### src/hdl/rre_pkg.sv
package rre_pkg;

  localparam int unsigned NSQ  = 32;  // square-root cells, one result bit each
  localparam int unsigned NDV  = 31;  // divider cells, one quotient bit each
  localparam int unsigned NTRM = 10;  // series cells, one Taylor term each

  localparam logic [60:0] HALF_PI_Q56 = 61'h01921FB54442D184;
  localparam int unsigned NQ = 15;    // quadrant compares

  typedef struct packed {
    logic [2:0][31:0] w;
  } sq_side_t;

  typedef struct packed {
    logic [2:0] sgn;
    logic       zero;
    logic [3:0] q;
    logic [31:0] x;
  } dv_side_t;

  typedef struct packed {
    logic [2:0][31:0] a;
    logic             zero;
    logic [3:0]       q;
  } sr_side_t;

endpackage

### src/hdl/rre_sqrt_cell.sv
module rre_sqrt_cell (
  input  logic              clk,
  input  logic              rst_n,
  input  logic              en,
  input  logic              vld_i,
  input  logic [63:0]       rad_i,
  input  logic [34:0]       rem_i,
  input  logic [31:0]       root_i,
  input  rre_pkg::sq_side_t side_i,
  output logic              vld_o,
  output logic [63:0]       rad_o,
  output logic [34:0]       rem_o,
  output logic [31:0]       root_o,
  output rre_pkg::sq_side_t side_o
);
  import rre_pkg::*;

  logic [34:0] rem_sh;
  logic [34:0] trial;
  logic        take;
  logic [34:0] rem_nxt;
  logic [31:0] root_nxt;

  // one result bit: bring down two radicand bits, try (root*4 + 1)
  always_comb begin
    rem_sh   = {rem_i[32:0], rad_i[63:62]};
    trial    = {1'b0, root_i, 2'b01};
    take     = (rem_sh >= trial);
    rem_nxt  = take ? (rem_sh - trial) : rem_sh;
    root_nxt = {root_i[30:0], take};
  end

  always_ff @(posedge clk) begin
    if (!rst_n) begin
      vld_o <= 1'b0;
    end else if (en) begin
      vld_o <= vld_i;
    end
  end

  always_ff @(posedge clk) begin
    if (en) begin
      rad_o  <= {rad_i[61:0], 2'b00};
      rem_o  <= rem_nxt;
      root_o <= root_nxt;
      side_o <= side_i;
    end
  end

endmodule

### config.mk
export PLATFORM = sky130hd
export DESIGN_NAME = rre_sqrt_cell
export DESIGN_NICKNAME = d
export VERILOG_FILES = /design/src/hdl/rre_pkg.sv /design/src/hdl/rre_sqrt_cell.sv
export SDC_FILE = /design/constraint.sdc
export NUM_CORES = 1
export LEC_CHECK = 0
export ABC_AREA = 1
export BUFFER_PORTS_ARGS = -buffer_cell sky130_fd_sc_hd__buf_2
export CORE_AREA = 4 4 179 181
export CTS_CLUSTER_SIZE = 25
export DETAILED_ROUTE_END_ITERATION = 6
export DIE_AREA = 0 0 183 185
export PLACE_DENSITY_LB_ADDON = 0.15
export SYNTH_ARGS = -nofsm -noshare
export SYNTH_HDL_FRONTEND = slang
export SYNTH_SLANG_ARGS = --single-unit
### constraint.sdc
create_clock -name clk -period 5.58 [get_ports clk]
set_input_delay 0.837 -clock clk [delete_from_list [all_inputs] [get_ports clk]]
set_output_delay 0.837 -clock clk [all_outputs]
set_load 0.02 [all_outputs]
==> run summary, run 1 <==
Layout Utilization -> 44.2%
run status -> complete, no violations
total vias in the final route -> 7743
DRC violations left -> 0
Routed Wire Length -> 32400 microns
area grow syn2layout -> 36.0%
number of buffers created by CTS -> 25
wire length per cell after detailed routing -> 18.2 microns
maximum root-to-sink buffer count -> 3
Cell Pwr Density -> 339 nW/um^2
Post-Route Setup TNS -> 0 ps
Max transition margin -> 33.8%
# setup viols final -> 0
htree depth -> 1
switch share -> 27.2%
Setup Fix Bufs, Post-CTS -> 0
share of final-layout standard cells stronger than drive strength 1 -> 36.4%
Design Area, Final -> 13500 sq um
internal power component -> 3.32 mW
launch point of the worst hold path -> side_i[80]
first-pass GRT wire length -> 45600 microns
antenna-violating nets left -> 0
Post-Syn Area -> 9900 sq um
part of the cycle the worst path needs -> 50.4%
via count of the first global-routing pass -> 7478
Max rail drop VDD -> 0.204 mV
Starting Density -> 32.5%
total global routing track utilization -> 17.6%
Hold Violations, Final -> 0
count of cells resized by post-cts repair -> 0
num ports -> 459
Setup WS post-layout -> 2770 ps
weighted congestion reported at the end of routability-driven placement -> 0.887
Post-Place Cell Area -> 12600 sq um
average vias per placed instance -> 4.35
standby leakage power -> 6.49 nW
total overflow reported by the global router -> 0
Clock Power Share -> 36.3%
start of the worst register-to-register path -> vld_o
min Tclk post-route -> 2810 ps
CP Data Arrival Time -> 3060 ps
sequential power share -> 45.6%
Port Buf Inserts -> 454
Layout Skew -> 0 ps
Yosys reg bits -> 226
count of warnings emitted by yosys -> 0
Crit Path Category -> in2reg
clk sink count -> 226
placeable core area -> 30400 sq um
number of nets in the layout -> 1629
required time reported for the critical path endpoint -> 5830 ps
worst slack on hold paths -> 496 ps
timing-limited maximum frequency -> 355 MHz
CTS hold repair buffers -> 0
x dimension of the die -> 183 microns
worst skew pair latency -> 500 ps
DP Worst Slack -> 2170 ps
number of max-cap violations -> 0
number of max-slew violations in the final report -> 0
estimated wirelength of the detail-placed design -> 26200 microns
net load switching power -> 1.24 mW
Hold Path Class -> in2reg
most used cells in the layout excluding fill and tap cells -> sky130_fd_sc_hd__buf_2 (453), sky130_fd_sc_hd__nand2_1 (302), sky130_fd_sc_hd__edfxtp_1 (225)
part of the Yosys area used for sequential elements -> 68.5%
clock edge transition at the registers on the reported setup and hold paths -> 60 ps
maximum fanout along the worst path -> 37
num rows -> 64
startpoint type of the worst setup path -> input pin
height of the die -> 185 microns
DR iter-0 viols -> 372
initial antenna violation count -> 7
slew at the pin closest to its max-slew limit -> 993 ps
setup repair after global routing missed its margin -> false
most frequent standard cell in the layout excluding fill and tap cells -> sky130_fd_sc_hd__buf_2
TritonCTS clock tree -> done
library cells used by synthesis -> 28
critical path endpoint category -> flip-flop
DIE AREA -> 33900 sq um
cell at the root of the clock tree -> sky130_fd_sc_hd__clkbuf_16
part of the power in combinational logic -> 18.1%
pin count of the biggest net entering global routing -> 118
number of fillers in the final layout -> 3022
crit path from -> root_i[13]
average footprint of a synthesized cell -> 11.1 sq um
post-synthesis cell count -> 889
TritonRoute pass-1 iters -> 5
[layer usage]
layer / global-route usage (%) / share of wire, % / wire length [microns]
met1: 20.5 / 37 / 11900
met2: 31.9 / 51 / 16600
met3: 5.34 / 9.2 / 2970
met4: 4.47 / 2.3 / 752
met5: 0 / 0.15 / 49
[sequential cells by signal, indices dropped and copies added, names as in the netlist]
register  count
rem_o        35
vld_o         1
root_o       32
rad_o        62
side_o       96
[through the flow]
| stage | cells | total power, mW |
|---|---|---|
| after global placement | 1733 | 2.95 |
| after global routing | 1778 | 4.79 |
| final | 1780 | 4.56 |
| after floorplan | 890 | 2.59 |
| after detailed placement | 1733 | 2.96 |
| after CTS | 1778 | 4.64 |
[cell families (layout without fill, tap and decap cells)]
logic type      Yosys count  after routing  synth area share (%)
xor+xnor                 18             18                  1.59
simple gates            433            433                  17.7
other cells               1              4                0.0379
buf+inv                 137            629                  5.64
flops                   226            226                  68.5
fa+ha+maj                34             34                  4.30
compound gates           40             40                  2.26
[cell usage after synthesis]
cell                       number  area share [%]
sky130_fd_sc_hd__a21oi_2        1           0.089
sky130_fd_sc_hd__o21bai_1       3            0.23
sky130_fd_sc_hd__conb_1         1           0.038
sky130_fd_sc_hd__nand4_1        4            0.25
sky130_fd_sc_hd__inv_4          1           0.063
sky130_fd_sc_hd__nand3_2        2            0.20
sky130_fd_sc_hd__a211oi_1       1           0.076
sky130_fd_sc_hd__nand3b_1       9            0.68
sky130_fd_sc_hd__o21a_1         2            0.15
sky130_fd_sc_hd__nor3_1         6            0.30
sky130_fd_sc_hd__a21o_1         2            0.15
sky130_fd_sc_hd__xnor2_1        2            0.18
sky130_fd_sc_hd__nor2_1        70             2.7
sky130_fd_sc_hd__inv_2          1           0.038
sky130_fd_sc_hd__edfxtp_1     225              68
sky130_fd_sc_hd__o21ai_0        7            0.35
sky130_fd_sc_hd__buf_4          5            0.38
sky130_fd_sc_hd__ha_1          34             4.3
sky130_fd_sc_hd__inv_1        127             4.8
sky130_fd_sc_hd__a21oi_1       24             1.2
sky130_fd_sc_hd__nand2_4        1            0.11
sky130_fd_sc_hd__nand3_1       34             1.7
sky130_fd_sc_hd__xor2_1        16             1.4
sky130_fd_sc_hd__nand2_2        1           0.063
sky130_fd_sc_hd__dfxtp_1        1            0.20
sky130_fd_sc_hd__nor2_2         4            0.25
sky130_fd_sc_hd__nand2_1      302              11
sky130_fd_sc_hd__buf_6          3            0.34
[power groups by stage]
stage          Sequential, mW  Combinational [mW]  Clock [mW]
3_3_place_gp             2.11               0.835           0
3_5_place_dp             2.12               0.840           0
2_1_floorplan            2.32               0.265           0
5_1_grt                  2.09               0.907        1.79
4_1_cts                  2.08               0.843        1.72
6_report                 2.08               0.827        1.66
[path summary, 6_finish.rpt]
kind                            cells after the start         end  slack [ps]
worst max-delay path                               14   rem_o[30]        2770
worst min-delay path                                1  side_o[80]         500
worst min register to register                      2       vld_o         550
worst max register to register                      2       vld_o        4930
[critical path, stage by stage]
cell	delay, ps
sky130_fd_sc_hd__buf_2	90
sky130_fd_sc_hd__inv_1	50
sky130_fd_sc_hd__ha_1	340
sky130_fd_sc_hd__nand2_1	120
sky130_fd_sc_hd__nor2_1	260
sky130_fd_sc_hd__nand2_1	130
sky130_fd_sc_hd__nor2_1	180
sky130_fd_sc_hd__nand2_1	70
sky130_fd_sc_hd__nand3_1	100
sky130_fd_sc_hd__nor2_2	50
sky130_fd_sc_hd__nand2_4	330
sky130_fd_sc_hd__inv_4	250
sky130_fd_sc_hd__nand2_1	120
sky130_fd_sc_hd__nand2_1	70
[final cells by class]
class | count | area (sq um) | share of cell area [%]
antenna | 2 | 5.00 | 0.0372
tap | 396 | 495 | 3.68
sequential | 226 | 6780 | 50.3
clock inverter | 15 | 183 | 1.36
multi-input combinational | 527 | 2570 | 19.1
inverter | 129 | 487 | 3.62
timing repair buffer | 455 | 2300 | 17.1
clock buffer | 30 | 644 | 4.79
No activity file was read; power rests on OpenSTA's default activity.
==> run 2, diff against run 1 <==
ABC_AREA = 0   (was 1)
CORE_AREA = 4 4 177 179   (was 4 4 179 181)
DIE_AREA = 0 0 181 183   (was 0 0 183 185)
clock period = 2.55 ns   (was 5.58 ns; I/O delays follow)
==> run 2 against run 1 <==
Effect of this change: wire length down 4.9%; first-iteration DRC count down 30%; setup slack got worse by 2600 ps; critical endpoint is now rem_o[34].
==> run summary, run 2 <==
Post-Place Cell Area -> 13000 sq um (was 12600 sq um)
slew at the pin closest to its max-slew limit -> 483 ps (was 993 ps)
required time reported for the critical path endpoint -> 2820 ps (was 5830 ps)
startpoint type of the worst setup path -> input pin (unchanged)
critical path endpoint category -> flip-flop (unchanged)
Commonest cells post-synth -> sky130_fd_sc_hd__edfxtp_1 (225), sky130_fd_sc_hd__a21oi_1 (51), sky130_fd_sc_hd__nand2_1 (43), sky130_fd_sc_hd__nor2_1 (43), sky130_fd_sc_hd__inv_1 (37) (was sky130_fd_sc_hd__nand2_1 (302), sky130_fd_sc_hd__edfxtp_1 (225), sky130_fd_sc_hd__inv_1 (127))
Port Buf Inserts -> 454 (unchanged)
total vias in the final route -> 7187 (was 7743)
most used cells in the layout excluding fill and tap cells -> sky130_fd_sc_hd__buf_2 (453), sky130_fd_sc_hd__edfxtp_1 (225), sky130_fd_sc_hd__buf_4 (117) (was sky130_fd_sc_hd__buf_2 (453), sky130_fd_sc_hd__nand2_1 (302), sky130_fd_sc_hd__edfxtp_1 (225))
Starting Density -> 31.3% (was 32.5%)
share of async-settable or async-resettable flops after synthesis -> 0% (unchanged)
Setup WS post-layout -> 121 ps (was 2770 ps)
largest registers in the final layout -> side_o x96, rad_o x62, rem_o x35 (unchanged)
Max rail drop VDD -> 0.411 mV (was 0.204 mV)
area grow syn2layout -> 49.9% (was 36.0%)
# setup viols final -> 0 (unchanged)
Design Area, Final -> 13900 sq um (was 13500 sq um)
Cell Count Post-Placement -> 1571 (was 1733)
num ports -> 459 (unchanged)
average footprint of a synthesized cell -> 14.7 sq um (was 11.1 sq um)
DIE AREA -> 33100 sq um (was 33900 sq um)
total global routing track utilization -> 17.4% (was 17.6%)
pin count of the biggest net entering global routing -> 64 (was 118)
weighted congestion reported at the end of routability-driven placement -> 0.825 (was 0.887)
Most flops, register -> side_o (unchanged)
TritonRoute pass-1 iters -> 4 (was 5)
average vias per placed instance -> 4.45 (was 4.35)
timing-limited maximum frequency -> 412 MHz
maximum fanout along the worst path -> 5 (was 37)
run status -> complete, no violations (unchanged)
post-synthesis simple-gate area fraction -> 7.23% (was 17.7%)
cell accounting for the most synthesized area -> sky130_fd_sc_hd__edfxtp_1 (unchanged)
number of fillers in the final layout -> 2800 (was 3022)
share of final-layout standard cells stronger than drive strength 1 -> 52.0% (was 36.4%)
Layout Skew -> 0 ps (unchanged)
Post-Route Setup TNS -> 0 ps (unchanged)
Crit Path Category -> in2reg (unchanged)
placeable core area -> 29600 sq um (was 30400 sq um)
xor/xnor cell area share of the yosys netlist -> 2.65% (was 1.59%)
worst skew pair latency -> 510 ps (was 500 ps)
number of max-cap violations -> 0 (unchanged)
DP Worst Slack -> -464 ps (was 2170 ps)
first-pass GRT wire length -> 45000 microns (was 45600 microns)
CP Data Arrival Time -> 2700 ps (was 3060 ps)
count of warnings emitted by yosys -> 0 (unchanged)
antenna-violating nets left -> 0 (unchanged)
Post-Syn Area -> 9240 sq um (was 9900 sq um)
number of flip-flops under the largest register name -> 96 (unchanged)
number of enable-type register cells in the synthesized netlist -> 225 (unchanged)
Max transition margin -> 67.4% (was 33.8%)
clk sink count -> 226 (unchanged)
Layout Utilization -> 46.9% (was 44.2%)
mux cell area share after synthesis -> 0.338% (was 0%)
part of the cycle the worst path needs -> 95.3%
height of the die -> 183 microns (was 185 microns)
htree depth -> 1 (unchanged)
post-synthesis adder-cell area fraction -> 4.60% (was 4.30%)
num rows -> 63 (was 64)
dominant combinational cell family by area after synthesis -> compound AO/OA/AOI/OAI gates (was simple AND/OR/NAND/NOR gates)
initial antenna violation count -> 3 (was 7)
number of nets in the layout -> 1473 (was 1629)
most instantiated flip-flop cell in the synthesis netlist -> sky130_fd_sc_hd__edfxtp_1 (unchanged)
final instance count without filler cells -> 1615 (was 1780)
Final Power -> 10.5 mW (was 4.56 mW)
wire length per cell after detailed routing -> 19.0 microns (was 18.2 microns)
via count of the first global-routing pass -> 7447 (was 7478)
min Tclk post-route -> 2430 ps
worst slack on hold paths -> 34.1 ps (was 496 ps)
total overflow reported by the global router -> 0 (unchanged)
TritonCTS clock tree -> done (unchanged)
compound-gate portion of the synthesized area -> 8.96% (was 2.26%)
DRC violations left -> 0 (unchanged)
Hold Path Class -> in2reg (unchanged)
number of buffers created by CTS -> 25 (unchanged)
DR iter-0 viols -> 261 (was 372)
maximum root-to-sink buffer count -> 3 (unchanged)
Setup Fix Bufs, Post-CTS -> 0 (unchanged)
estimated wirelength of the detail-placed design -> 25000 microns (was 26200 microns)
cell at the root of the clock tree -> sky130_fd_sc_hd__clkbuf_16 (unchanged)
cell types with the largest area share after synthesis -> sky130_fd_sc_hd__edfxtp_1 (73%), sky130_fd_sc_hd__ha_1 (4.6%), sky130_fd_sc_hd__a21oi_1 (2.8%) (was sky130_fd_sc_hd__edfxtp_1 (68%), sky130_fd_sc_hd__nand2_1 (11%), sky130_fd_sc_hd__inv_1 (4.8%))
most used standard cell by instance count after synthesis -> sky130_fd_sc_hd__edfxtp_1 (was sky130_fd_sc_hd__nand2_1)
Hold Violations, Final -> 0 (unchanged)
Routed Wire Length -> 30800 microns (was 32400 microns)
library cells used by synthesis -> 52 (was 28)
standby leakage power -> 6.23 nW (was 6.49 nW)
x dimension of the die -> 181 microns (was 183 microns)
part of the Yosys area used for sequential elements -> 73.3% (was 68.5%)
number of max-slew violations in the final report -> 0 (unchanged)
post-synthesis cell count -> 628 (was 889)
clock edge transition at the registers on the reported setup and hold paths -> 60 ps (about the same)
most frequent standard cell in the layout excluding fill and tap cells -> sky130_fd_sc_hd__buf_2 (unchanged)
Cell Pwr Density -> 757 nW/um^2 (was 339 nW/um^2)
top cell type's share of synthesized area -> 73.1% (was 68.3%)
Yosys reg bits -> 226 (unchanged)
[run 2: cell types whose count changed after synthesis, moves of 9 or more]
| cell | before | now |
|---|---|---|
| sky130_fd_sc_hd__nand3b_1 | 9 | 0 |
| sky130_fd_sc_hd__xnor2_1 | 2 | 16 |
| sky130_fd_sc_hd__o21ai_0 | 7 | 20 |
| sky130_fd_sc_hd__a21oi_1 | 24 | 51 |
| sky130_fd_sc_hd__clkbuf_1 | 0 | 17 |
| sky130_fd_sc_hd__nor2_1 | 70 | 43 |
| sky130_fd_sc_hd__nand3_1 | 34 | 12 |
| sky130_fd_sc_hd__nand2_1 | 302 | 43 |
| sky130_fd_sc_hd__inv_1 | 127 | 37 |
| sky130_fd_sc_hd__a21o_1 | 2 | 14 |
[run 2: logic make-up (layout without fill, tap and decap cells)]
logic type	Yosys count	after routing
other	1	4
multiplexers	3	3
adder cells (fa/ha/maj)	34	34
AO/OA/AOI/OAI	132	132
buffers and inverters	62	656
AND/OR/NAND/NOR	142	142
flip-flops	226	226
XOR/XNOR	28	28
[run 2: power breakdown]
part / leakage (nW) / switching (mW) / total [mW] / internal (mW)
Clock: 0.418 / 1.42 / 3.80 / 2.38
Combinational: 3.60 / 1.27 / 2.11 / 0.841
Sequential: 2.21 / 0.0759 / 4.57 / 4.50
Total: 6.23 / 2.77 / 10.5 / 7.72
[run 2: worst paths after layout]
| path | start | to | slack, ps | depth (start not counted) |
|---|---|---|---|---|
| worst max-delay path | root_i[15] | rem_o[34] | 120 | 12 |
| worst min-delay path | rad_i[56] | rad_o[58] | 30 | 1 |
| worst max register to register | vld_o | vld_o | 1970 | 2 |
| worst min register to register | vld_o | vld_o | 520 | 2 |
[run 2: area by class of cell]
cell class | instances | area [sq um] | share of cell area (%)
Clock buffer | 27 | 633 | 4.57
Sequential cell | 226 | 6780 | 48.9
Antenna cell | 2 | 5.00 | 0.0361
Inverter | 38 | 155 | 1.12
Timing Repair Buffer | 576 | 3260 | 23.5
Tap cell | 390 | 488 | 3.52
Multi-Input combinational cell | 341 | 2310 | 16.7
Clock inverter | 15 | 225 | 1.63
[run 2: what timing repair did]
action / CTS / global route
gates resized for setup: 0 / 5
setup endpoints to repair: 0 / 12
hold endpoints to repair: 0 / 0
hold buffers: 0 / 0
[run 2: layer usage]
metal / global-route usage [%] / routed length (microns) / vias up
li1: - / - / 3516
met4: 3.78 / 599 / 2
met1: 19.3 / 11300 / 3384
met5: 0 / 13 / -
met3: 5.53 / 2500 / 39
met2: 32.9 / 16400 / 246
[run 2: worst max-delay path, cell delays in order]
cell                       delay (ps)
sky130_fd_sc_hd__buf_2            110
sky130_fd_sc_hd__inv_1             80
sky130_fd_sc_hd__ha_1             370
sky130_fd_sc_hd__nand2_1          120
sky130_fd_sc_hd__o21ai_0          320
sky130_fd_sc_hd__a311oi_1         100
sky130_fd_sc_hd__buf_4            150
sky130_fd_sc_hd__nand3_1          120
sky130_fd_sc_hd__a211oi_2         100
sky130_fd_sc_hd__o311ai_0         490
sky130_fd_sc_hd__a211oi_1         140
sky130_fd_sc_hd__a31o_2           230
==> run 3, diff against run 2 <==
==> constraint.sdc (replaced) <==
create_clock -name clk -period 2.55 [get_ports clk]
set_input_delay 0.255 -clock clk [delete_from_list [all_inputs] [get_ports clk]]
set_output_delay 0.255 -clock clk [all_outputs]
set_load 0.02 [all_outputs]
==> run 3 against run 2 <==
Effect of this change: count of clock-buffer cells in the layout increased by 1; sequential share of layout area decreased by 5.6 points; critical path depth increased by 2; worst hold slack got worse by 9.3 ps; global-route usage increased by 1.5 points; register-to-register slack got worse by 550 ps; largest power group unchanged; critical path type unchanged; first-iteration DRC count increased by 40%; wire length increased by 8.2%.
==> run summary, run 3 (same netlist as run 2, synthesis figures left out) <==
DR iter-0 viols -> 366 (was 261)
Max rail drop VDD -> 0.418 mV (was 0.411 mV)
# setup viols final -> 0 (unchanged)
CP Data Arrival Time -> 2760 ps (was 2700 ps)
htree depth -> 1 (unchanged)
setup repair after global routing missed its margin -> false
min Tclk post-route -> 2390 ps (was 2430 ps)
average vias per placed instance -> 4.48 (was 4.45)
number of max-slew violations in the final report -> 0 (unchanged)
total area of sequential cells -> 6780 sq um (unchanged)
estimated wirelength of the detail-placed design -> 24600 microns (was 25000 microns)
first-pass GRT wire length -> 49400 microns (was 45000 microns)
run status -> complete, no violations (unchanged)
TritonCTS clock tree -> done (unchanged)
number of flip-flops under the largest register name -> 96 (unchanged)
most used cells in the layout excluding fill and tap cells -> sky130_fd_sc_hd__buf_2 (453), sky130_fd_sc_hd__edfxtp_1 (225), sky130_fd_sc_hd__dlygate4sd3_1 (190) (was sky130_fd_sc_hd__buf_2 (453), sky130_fd_sc_hd__edfxtp_1 (225), sky130_fd_sc_hd__buf_4 (117))
critical path endpoint category -> flip-flop (unchanged)
number of buffers created by CTS -> 26 (was 25)
number of fillers in the final layout -> 2595 (was 2800)
part of the cycle the worst path needs -> 93.7% (was 95.3%)
antenna-violating nets left -> 0 (unchanged)
Final Power -> 10.7 mW (was 10.5 mW)
footprint of the multi-input gates -> 2270 sq um (was 2310 sq um)
TritonRoute pass-1 iters -> 6 (was 4)
number of nets in the layout -> 1658 (was 1473)
Layout Skew -> 0 ps (unchanged)
Most flops, register -> side_o (unchanged)
Hold Violations, Final -> 0 (unchanged)
DRC violations left -> 0 (unchanged)
total overflow reported by the global router -> 0 (unchanged)
wire length per cell after detailed routing -> 18.4 microns (was 19.0 microns)
DIE AREA -> 33100 sq um (unchanged)
maximum fanout along the worst path -> 21 (was 5)
required time reported for the critical path endpoint -> 2920 ps (was 2820 ps)
Port Buf Inserts -> 454 (unchanged)
Post-Route Setup TNS -> 0 ps (unchanged)
total vias in the final route -> 8119 (was 7187)
cell at the root of the clock tree -> sky130_fd_sc_hd__clkbuf_16 (unchanged)
initial antenna violation count -> 7 (was 3)
Starting Density -> 31.3% (unchanged)
maximum root-to-sink buffer count -> 3 (unchanged)
area grow syn2layout -> 69.5% (was 49.9%)
total global routing track utilization -> 19.0% (was 17.4%)
x dimension of the die -> 181 microns (unchanged)
height of the die -> 183 microns (unchanged)
num ports -> 459 (unchanged)
startpoint type of the worst setup path -> input pin (unchanged)
pin count of the biggest net entering global routing -> 71 (was 64)
most frequent standard cell in the layout excluding fill and tap cells -> sky130_fd_sc_hd__buf_2 (unchanged)
largest registers in the final layout -> side_o x96, rad_o x62, rem_o x35 (unchanged)
Layout Utilization -> 53.0% (was 46.9%)
num rows -> 63 (unchanged)
via count of the first global-routing pass -> 8484 (was 7447)
standby leakage power -> 6.99 nW (was 6.23 nW)
placeable core area -> 29600 sq um (unchanged)
Crit Path Category -> in2reg (unchanged)
number of max-cap violations -> 0 (unchanged)
clock edge transition at the registers on the reported setup and hold paths -> 60 ps (about the same)
timing-limited maximum frequency -> 418 MHz (was 412 MHz)
worst skew pair latency -> 520 ps (was 510 ps)
weighted congestion reported at the end of routability-driven placement -> 0.830 (was 0.825)
share of final-layout standard cells stronger than drive strength 1 -> 44.7% (was 52.0%)
Cell Pwr Density -> 680 nW/um^2 (was 757 nW/um^2)
Hold Path Class -> in2reg (unchanged)
Routed Wire Length -> 33300 microns (was 30800 microns)
clk sink count -> 226 (unchanged)
## run 3: worst max-delay path: stages
cell and delay (ps):
sky130_fd_sc_hd__dlygate4sd3_1 520, sky130_fd_sc_hd__buf_2 120, sky130_fd_sc_hd__inv_1 90, sky130_fd_sc_hd__ha_4 210, sky130_fd_sc_hd__a21oi_2 160, sky130_fd_sc_hd__o21ai_2 90, sky130_fd_sc_hd__a21oi_2 180, sky130_fd_sc_hd__nand3_1 100
sky130_fd_sc_hd__or3_1 330, sky130_fd_sc_hd__nand2_2 130, sky130_fd_sc_hd__inv_2 100, sky130_fd_sc_hd__buf_12 160, sky130_fd_sc_hd__o211a_1 120, sky130_fd_sc_hd__nor3_2 160
## run 3: where the power goes
group / total [mW] / internal, mW / leakage, nW / switching [mW]
clock network: 3.74 / 2.23 / 0.415 / 1.51
logic: 2.33 / 1.02 / 4.37 / 1.32
registers: 4.58 / 4.50 / 2.21 / 0.0846
## run 3: stage by stage
step	instance area, sq um	cells	hold WS (ps)	worst slack [ps]
2_1_floorplan	9250	629	354	1.15
6_report	15700	1811	24.8	160
5_1_grt	15700	1810	8.95	9.04
4_1_cts	15600	1801	2.21	50.3
3_5_place_dp	12800	1563	433	-301
3_3_place_gp	12800	1563	432	-241
## run 3: area by class of cell
cell class / instances / area share, %
flip-flops and latches: 226 / 43.3
repair buffers: 760 / 32.6
multi-input cells: 341 / 14.5
clock buffers: 28 / 4.34
well taps: 390 / 3.12
clock inverters: 20 / 1.18
inverters: 38 / 0.911
diodes: 8 / 0.128
## run 3: routing by layer
layer	wire, microns	vias to the layer above	track usage (%)	part of all wire (%)
met1	12600	3849	21.9	38
met2	16900	304	34.1	51
met3	2530	65	5.16	7.6
li1	-	3901	-	-
met4	1210	0	6.60	3.6
met5	0	-	0	0
## run 3: path summary, 6_finish.rpt
check	start	endpoint	slack [ps]	depth (start not counted)
min	root_i[4]	root_o[5]	20	2
min reg2reg	vld_o	vld_o	1050	3
max reg2reg	vld_o	vld_o	1420	3
max	root_i[26]	rem_o[32]	160	14
## run 3: repair_timing
item                                    CTS  global route
endpoints found under the setup margin    0            31
gates resized for setup                   0            11
hold buffers                            190             0
buffers inserted                          0             2
hold endpoints to repair                189             0
